File: config.mk
export PLATFORM = sky130hd
export DESIGN_NAME = dirty_region_coalescer_core
export DESIGN_NICKNAME = d
export VERILOG_FILES = /design/src/sv/drc_pkg.sv /design/src/sv/drc_datapath.sv /design/src/sv/drc_control.sv /design/src/sv/dirty_region_coalescer_core.sv
export SDC_FILE = /design/constraint.sdc
export NUM_CORES = 2
export LEC_CHECK = 0
export ABC_AREA = 0
export BUFFER_PORTS_ARGS = -buffer_cell sky130_fd_sc_hd__buf_2
export CORE_UTILIZATION = 39
export DETAILED_ROUTE_END_ITERATION = 7
export PLACE_DENSITY_LB_ADDON = 0.3
export RECOVER_POWER = 50
export SLEW_MARGIN = 20
export SYNTH_ARGS = -nofsm -noshare
export SYNTH_HDL_FRONTEND = slang
export SYNTH_SLANG_ARGS = --single-unit
File: constraint.sdc
create_clock -name clk -period 19 [get_ports clk]
set_clock_uncertainty 0.05 [all_clocks]
set_input_delay 1.9 -clock clk [delete_from_list [all_inputs] [get_ports clk]]
set_output_delay 1.9 -clock clk [all_outputs]
set_load 0.005 [all_outputs]
File: src/sv/drc_pkg.sv
package drc_pkg;

  localparam logic CMD_INSERT = 1'b0;
  localparam logic CMD_FLUSH  = 1'b1;

  typedef struct packed {
    logic               cmd;
    logic signed [15:0] in_x;
    logic signed [15:0] in_y;
    logic        [15:0] in_width;
    logic        [15:0] in_height;
  } request_t;

  typedef struct packed {
    logic signed [15:0] out_x;
    logic signed [15:0] out_y;
    logic        [15:0] out_width;
    logic        [15:0] out_height;
    logic               is_last;
    logic               is_empty;
    logic               overflowed;
  } result_t;

  typedef struct packed {
    logic signed [15:0] x;
    logic signed [15:0] y;
    logic        [15:0] w;
    logic        [15:0] h;
  } rect_t;

  typedef enum logic [2:0] {
    ST_IDLE,
    ST_READ,
    ST_COMPARE,
    ST_MERGE,
    ST_APPEND,
    ST_FLUSH
  } state_t;

  typedef struct packed {
    logic load_in;
    logic rd_en;
    logic wr_merge;
    logic wr_append;
    logic emit;
    logic emit_last;
    logic emit_empty;
    logic emit_ovf;
  } ctrl_t;

endpackage

File: src/sv/drc_datapath.sv
module drc_datapath #(
  parameter int MAX_REGIONS = 16,
  parameter int AW          = 4
) (
  input  logic               clk,
  input  logic               rst,
  input  drc_pkg::ctrl_t     ctrl,
  input  logic [AW-1:0]      addr,
  input  drc_pkg::request_t  request,
  output logic               touch,
  output logic               strobe,
  output drc_pkg::result_t   result
);

  drc_pkg::rect_t mem [MAX_REGIONS];
  drc_pkg::rect_t in_r;
  drc_pkg::rect_t rd;
  drc_pkg::rect_t merged;
  drc_pkg::rect_t merged_next;
  logic last_r;
  logic empty_r;
  logic ovf_r;

  logic signed [17:0] r_x0, r_y0, r_x1, r_y1;
  logic signed [17:0] i_x0, i_y0, i_x1, i_y1;

  function automatic logic [31:0] span_merge(input logic signed [17:0] a0,
                                             input logic signed [17:0] a1,
                                             input logic signed [17:0] b0,
                                             input logic signed [17:0] b1);
    logic signed [17:0] lo;
    logic signed [17:0] hi;
    logic signed [18:0] d;
    logic [15:0] len;
    lo = (a0 < b0) ? a0 : b0;
    hi = (a1 > b1) ? a1 : b1;
    d = 19'(hi) - 19'(lo);
    len = (d > 19'sd65535) ? 16'hffff : d[15:0];
    return {lo[15:0], len};
  endfunction

  always_comb begin
    r_x0 = 18'(rd.x);
    r_y0 = 18'(rd.y);
    r_x1 = r_x0 + $signed({2'b00, rd.w});
    r_y1 = r_y0 + $signed({2'b00, rd.h});
    i_x0 = 18'(in_r.x);
    i_y0 = 18'(in_r.y);
    i_x1 = i_x0 + $signed({2'b00, in_r.w});
    i_y1 = i_y0 + $signed({2'b00, in_r.h});
    touch = !(r_x1 < i_x0 || i_x1 < r_x0 || r_y1 < i_y0 || i_y1 < r_y0);
    {merged_next.x, merged_next.w} = span_merge(r_x0, r_x1, i_x0, i_x1);
    {merged_next.y, merged_next.h} = span_merge(r_y0, r_y1, i_y0, i_y1);
  end

  always_ff @(posedge clk) begin
    if (ctrl.load_in) begin
      in_r <= '{x: request.in_x, y: request.in_y, w: request.in_width,
                h: request.in_height};
    end
    merged <= merged_next;
    if (ctrl.rd_en) begin
      rd <= mem[addr];
    end
    if (ctrl.wr_merge) begin
      mem[addr] <= merged;
    end else if (ctrl.wr_append) begin
      mem[addr] <= in_r;
    end
    last_r  <= ctrl.emit_last;
    empty_r <= ctrl.emit_empty;
    ovf_r   <= ctrl.emit_ovf;
  end

  always_ff @(posedge clk) begin
    if (rst) begin
      strobe <= 1'b0;
    end else begin
      strobe <= ctrl.emit;
    end
  end

  always_comb begin
    result.out_x      = empty_r ? '0 : rd.x;
    result.out_y      = empty_r ? '0 : rd.y;
    result.out_width  = empty_r ? '0 : rd.w;
    result.out_height = empty_r ? '0 : rd.h;
    result.is_last    = last_r;
    result.is_empty   = empty_r;
    result.overflowed = ovf_r;
  end

endmodule

File: src/sv/drc_control.sv
module drc_control #(
  parameter int MAX_REGIONS = 16,
  parameter int AW          = 4,
  parameter int CW          = 5
) (
  input  logic            clk,
  input  logic            rst,
  input  logic            start,
  input  logic            cmd,
  input  logic            touch,
  output logic            busy,
  output drc_pkg::ctrl_t  ctrl,
  output logic [AW-1:0]   addr
);

  drc_pkg::state_t state, state_next;
  logic [AW-1:0] idx, idx_next;
  logic [CW-1:0] count, count_next;
  logic overflow, overflow_next;
  logic at_last;
  logic full;

  assign at_last = (CW'(idx) + CW'(1)) == count;
  assign full    = count == CW'(MAX_REGIONS);
  assign busy    = state != drc_pkg::ST_IDLE;

  always_ff @(posedge clk) begin
    if (rst) begin
      state    <= drc_pkg::ST_IDLE;
      idx      <= '0;
      count    <= '0;
      overflow <= 1'b0;
    end else begin
      state    <= state_next;
      idx      <= idx_next;
      count    <= count_next;
      overflow <= overflow_next;
    end
  end

  always_comb begin
    state_next    = state;
    idx_next      = idx;
    count_next    = count;
    overflow_next = overflow;
    ctrl          = '0;
    addr          = idx;
    unique case (state)
      drc_pkg::ST_IDLE: begin
        if (start) begin
          ctrl.load_in = 1'b1;
          idx_next     = '0;
          if (cmd == drc_pkg::CMD_FLUSH) begin
            if (count == '0) begin
              ctrl.emit       = 1'b1;
              ctrl.emit_last  = 1'b1;
              ctrl.emit_empty = 1'b1;
              ctrl.emit_ovf   = overflow;
              overflow_next   = 1'b0;
            end else begin
              state_next = drc_pkg::ST_FLUSH;
            end
          end else if (count == '0) begin
            state_next = drc_pkg::ST_APPEND;
          end else begin
            state_next = drc_pkg::ST_READ;
          end
        end
      end
      drc_pkg::ST_READ: begin
        ctrl.rd_en = 1'b1;
        state_next = drc_pkg::ST_COMPARE;
      end
      drc_pkg::ST_COMPARE: begin
        priority if (touch) begin
          state_next = drc_pkg::ST_MERGE;
        end else if (at_last && full) begin
          overflow_next = 1'b1;
          state_next    = drc_pkg::ST_MERGE;
        end else if (at_last) begin
          state_next = drc_pkg::ST_APPEND;
        end else begin
          idx_next   = idx + AW'(1);
          state_next = drc_pkg::ST_READ;
        end
      end
      drc_pkg::ST_MERGE: begin
        ctrl.wr_merge = 1'b1;
        state_next    = drc_pkg::ST_IDLE;
      end
      drc_pkg::ST_APPEND: begin
        ctrl.wr_append = 1'b1;
        addr           = count[AW-1:0];
        count_next     = count + CW'(1);
        state_next     = drc_pkg::ST_IDLE;
      end
      drc_pkg::ST_FLUSH: begin
        ctrl.rd_en     = 1'b1;
        ctrl.emit      = 1'b1;
        ctrl.emit_last = at_last;
        ctrl.emit_ovf  = overflow;
        if (at_last) begin
          count_next    = '0;
          overflow_next = 1'b0;
          state_next    = drc_pkg::ST_IDLE;
        end else begin
          idx_next = idx + AW'(1);
        end
      end
      default: begin
        state_next = drc_pkg::ST_IDLE;
      end
    endcase
  end

endmodule

File: src/sv/dirty_region_coalescer_core.sv
// dirty rectangle coalescer
// request channel: an item (insert or flush) is taken on a clock edge with
//   start high and busy low; busy stays high while the item is worked on
// result channel: one beat per cycle with strobe high, taken at the end of
//   that cycle; the receiver cannot hold beats off
// insert: the region table is scanned one entry at a time through the
//   single port of the region memory (read, then compare and merge), and
//   an empty table goes straight to append; it gives no beat
// flush: one region is read per cycle and its beat follows in the next cycle;
//   busy is high while regions are read, beats come in back-to-back cycles,
//   the last marked is_last; an empty table gives one is_empty beat the
//   cycle after start and no busy
// results of a flush appear in the cycle after each memory read
// reset clears the region count, the overflow flag and the strobe; stored
//   regions are not cleared and are never read before written
module dirty_region_coalescer_core #(
  parameter int MAX_REGIONS = 16
) (
  input  logic              clk,
  input  logic              rst,
  input  logic              start,
  output logic              busy,
  input  drc_pkg::request_t request,
  output logic              strobe,
  output drc_pkg::result_t  result
);

  localparam int AW = (MAX_REGIONS > 1) ? $clog2(MAX_REGIONS) : 1;
  localparam int CW = $clog2(MAX_REGIONS + 1);

  drc_pkg::ctrl_t ctrl;
  logic [AW-1:0]  addr;
  logic           touch;

  drc_control #(
    .MAX_REGIONS(MAX_REGIONS),
    .AW(AW),
    .CW(CW)
  ) u_control (
    .clk(clk),
    .rst(rst),
    .start(start),
    .cmd(request.cmd),
    .touch(touch),
    .busy(busy),
    .ctrl(ctrl),
    .addr(addr)
  );

  drc_datapath #(
    .MAX_REGIONS(MAX_REGIONS),
    .AW(AW)
  ) u_datapath (
    .clk(clk),
    .rst(rst),
    .ctrl(ctrl),
    .addr(addr),
    .request(request),
    .touch(touch),
    .strobe(strobe),
    .result(result)
  );

endmodule

==> summary.md <==
| Metric | Value |
|---|---|
| CP Capture Type | `register` |
| Async set or reset register ratio after synthesis | `0%` |
| Port-buffer cells | `136` |
| Clk root buf | `clkbuf_16` |
| Slew Viols, Final | `247` |
| Yosys warns | `0` |
| Measured slew at the worst slew-check pin | `5.05 ns` |
| Crit path required time | `19.27 ns` |
| All-Layer GR Usage | `19.9%` |
| Clock sinks | `1233` |
| EDFF count, synth | `1152` |
| Maximum VDD drop | `0.0962 mV` |
| Die area | `143000 um2` |
| Die Height | `378 um` |
| Num rows | `137` |
| Seq/Total Area, Yosys | `65.6%` |
| Core area | `140000 um2` |
| Sw power | `2540 uW` |
| Met3 wire len | `9.91 mm` |
| Met2 routed WL | `66.6 mm` |
| Via count | `30700` |
| IO Pins | `137` |
| Layout cells sized above 1 | `18.5%` |
| Startpoint types | `register` |
| Post-route setup slack | `9.68 ns` |
| Remaining Overflow, GRT | `0` |
| Clock-pin slew on the worst setup and hold paths | `0.06 ns` |
| WL final | `143 mm` |
| Layout area overhead | `12.3%` |
| Synth Instances | `3365` |
| First-pass DRT Iterations | `5` |
| Layout net count | `3847` |
| Gate power share | `28.4%` |
| Yosys cell types | `93` |
| Top post-synthesis cells by area | `edfxtp_1 (63%), mux4_2 (10%), ha_1 (5.5%)` |
| Cts bufs inserted | `116` |
| Die width | `378 um` |
| Count of final hold-check violations | `0` |
| Initial core utilization | `39.4%` |
| Unrepaired setup endpoints after global routing | `no` |
| Placer Congestion | `0.896` |
| Slew margin rel. | `-237%` |
| Tcrit/Tclk final | `49.1%` |
| Crit path time final | `9.32 ns` |
| Total setup buffers inserted after CTS | `0` |
| Clock Latency Late Sink | `0.74 ns` |
| Yosys top cell by area | `edfxtp_1` |
| Synth Flop Type | `edfxtp_1` |
| Avg Inst Size Synth | `16.4 um2` |
| Avg WL per Cell | `26.0 um` |
| M1 WL | `63.0 mm` |
| Clock network fraction of design power | `29.1%` |
| Fmax | `107 MHz` |
| Crit Path Class | `reg -> reg` |
| Vias per inst | `5.56` |
| Final Setup Violations | `0` |
| Longest Clk Path Bufs | `3` |
| Vias in the first global route | `30900` |
| Post-cts sizing count | `0` |
| Hold_buf cts | `0` |
| TritonCTS clock tree | `built` |
| Largest net degree at the start of global routing | `121` |
| Htree depth | `3` |
| Hold crit path type | `reg -> reg` |
| First-pass GRT wire length | `207 mm` |
| Mapped Nets | `3680` |
| MaxCap Viol Count | `7` |
| Int Pwr | `5560 uW` |
| Final ANT Viol Nets | `0` |
| Pre-CTS WS | `10.58 ns` |
| Arr. time, crit path | `9.60 ns` |
| DR top layer | `met4` |
| Initial DRC count | `2863` |
| Switching Share | `31.3%` |
| Crit Path Max Fanout | `50` |
| Antenna violations before repair | `14` |
| #FFs+latches synth | `1233` |
| Share of the synthesized area in the top cell type | `62.6%` |
| Post-DP HPWL | `89.4 mm` |
| Outcome | `finished, violations left` |
| Cell area after layout | `62000 um2` |
| Leak | `0.0215 uW` |
| Post-DP Area | `58200 um2` |
| DRC | `0` |
| Power Density | `131 nW/um2` |
| Setup TNS | `0 ns` |
| Synthesized cell area | `55200 um2` |
| Seq pwr share | `42.6%` |
| Failing checks | `capacitance limit, slew limit` |
## logic make-up (layout without fill, tap and decap cells)
logic type      count (synthesis)  in the layout  share of synthesized area [%]
xor+xnor                       87             87                           1.38
mux                           427            427                           13.8
compound gates                485            485                           6.04
simple gates                  587            587                           5.26
buf+inv                       297            564                           2.24
other cells                     0              4                              0
fa+ha+maj                     249            249                           5.71
flops                        1233           1233                           65.6
## power by group through the flow
stage / clock (uW) / combinational (uW) / sequential (uW)
6_report: 2360 / 2300 / 3450
2_1_floorplan: 0 / 1630 / 3450
3_3_place_gp: 0 / 2290 / 3490
3_5_place_dp: 0 / 2310 / 3490
5_1_grt: 2490 / 2540 / 3460
4_1_cts: 2400 / 2320 / 3440
## cell usage in the layout, fill, tap and decap left out, types with 24 or more instances in the layout
master     synthesis  routed
a211oi_1          79      79
a21o_1            61      61
a21oi_1           85      85
a31oi_1           73      73
and2_1            70      69
buf_2             17     119
buf_4             19      42
clkbuf_1          83      46
clkbuf_16          0     118
clkinv_1           0      24
dfxtp_1           81      80
edfxtp_1        1152    1152
ha_1             241     241
inv_1            160     160
mux2_1             2      65
mux2_2            92      27
mux2i_1           72      69
mux4_2           256     256
nand2_1          190     190
nand2b_1          34      34
nand3_1           26      26
nor2_1           112     105
nor2b_1           54      54
o21ai_0           65      66
xnor2_1           53      53
xor2_1            34      34
## routing by layer
layer / vias up / GRT usage, %
li1: 13600 / -
met1: 15900 / 28.0
met2: 993 / 31.4
met3: 183 / 3.61
met4: 0 / 6.32
met5: - / 0
## Yosys cell counts (5+ instances only)
cell / count
edfxtp_1: 1152
mux4_2: 256
ha_1: 241
nand2_1: 190
inv_1: 160
nor2_1: 112
mux2_2: 92
a21oi_1: 85
clkbuf_1: 83
dfxtp_1: 81
a211oi_1: 79
a31oi_1: 73
mux2i_1: 72
and2_1: 70
o21ai_0: 65
a21o_1: 61
nor2b_1: 54
xnor2_1: 53
nand2b_1: 34
xor2_1: 34
nor3_1: 27
nand3_1: 26
o21a_1: 22
nand4_1: 20
buf_4: 19
buf_2: 17
buf_1: 15
o211ai_1: 12
and3_1: 9
o21bai_1: 9
a21boi_0: 8
or2_2: 8
a2111oi_0: 6
fa_1: 6
nor4_1: 6
o31ai_1: 6
or3_1: 6
mux2_4: 5
o22ai_1: 5
## state kept, by name, indices dropped and copies added, names as in the netlist
name / flops
u_control.count: 5
u_control.idx: 4
u_control.overflow: 1
u_control.state: 3
u_datapath.empty_r: 1
u_datapath.i_x0: 16
u_datapath.i_y0: 16
u_datapath.in_r: 32
u_datapath.last_r: 1
u_datapath.mem: 1024
u_datapath.merged: 64
u_datapath.ovf_r: 1
u_datapath.r_x0: 16
u_datapath.r_y0: 16
u_datapath.rd: 32
u_datapath.strobe: 1
## worst paths after layout
check                           from                    to  slack [ns]  cells after the start
setup / recovery  u_control.state[2]  u_datapath.mem[3][0]        9.68                      7
hold reg to reg   u_control.overflow      u_datapath.ovf_r        0.41                      1
setup reg to reg  u_control.state[2]  u_datapath.mem[3][0]        9.68                      7
hold / removal    u_control.overflow      u_datapath.ovf_r        0.41                      1
## per-stage QoR
stage	hold WS, ns	std cells	power (uW)	util, %
4_1_cts	0.418	5507	8160	44.3
3_5_place_dp	0.409	5289	5800	41.6
6_report	0.415	5512	8100	44.3
2_1_floorplan	0.395	3365	5080	-
3_3_place_gp	0.406	5289	5790	41.6
5_1_grt	0.439	5508	8490	44.3
## worst max-delay path, stage by stage (launching register included)
cell and delay, ns:
dfxtp_1 0.48, nand2b_1 0.14, nor2_1 2.36, clkbuf_1 2.76, mux2i_4 0.98, nand2_1 0.43, nor2_4 0.80, buf_4 0.87
## final cells by class
type | count | area (um2)
Antenna cell | 4 | 10.0
Clock buffer | 148 | 3120
Clock inverter | 70 | 739
Fill cell | 12300 | 78000
Inverter | 160 | 601
Multi-Input combinational cell | 1835 | 17900
Sequential cell | 1233 | 36200
Tap cell | 1876 | 2350
Timing Repair Buffer | 186 | 1070
Power figures use the tool's default switching activity.
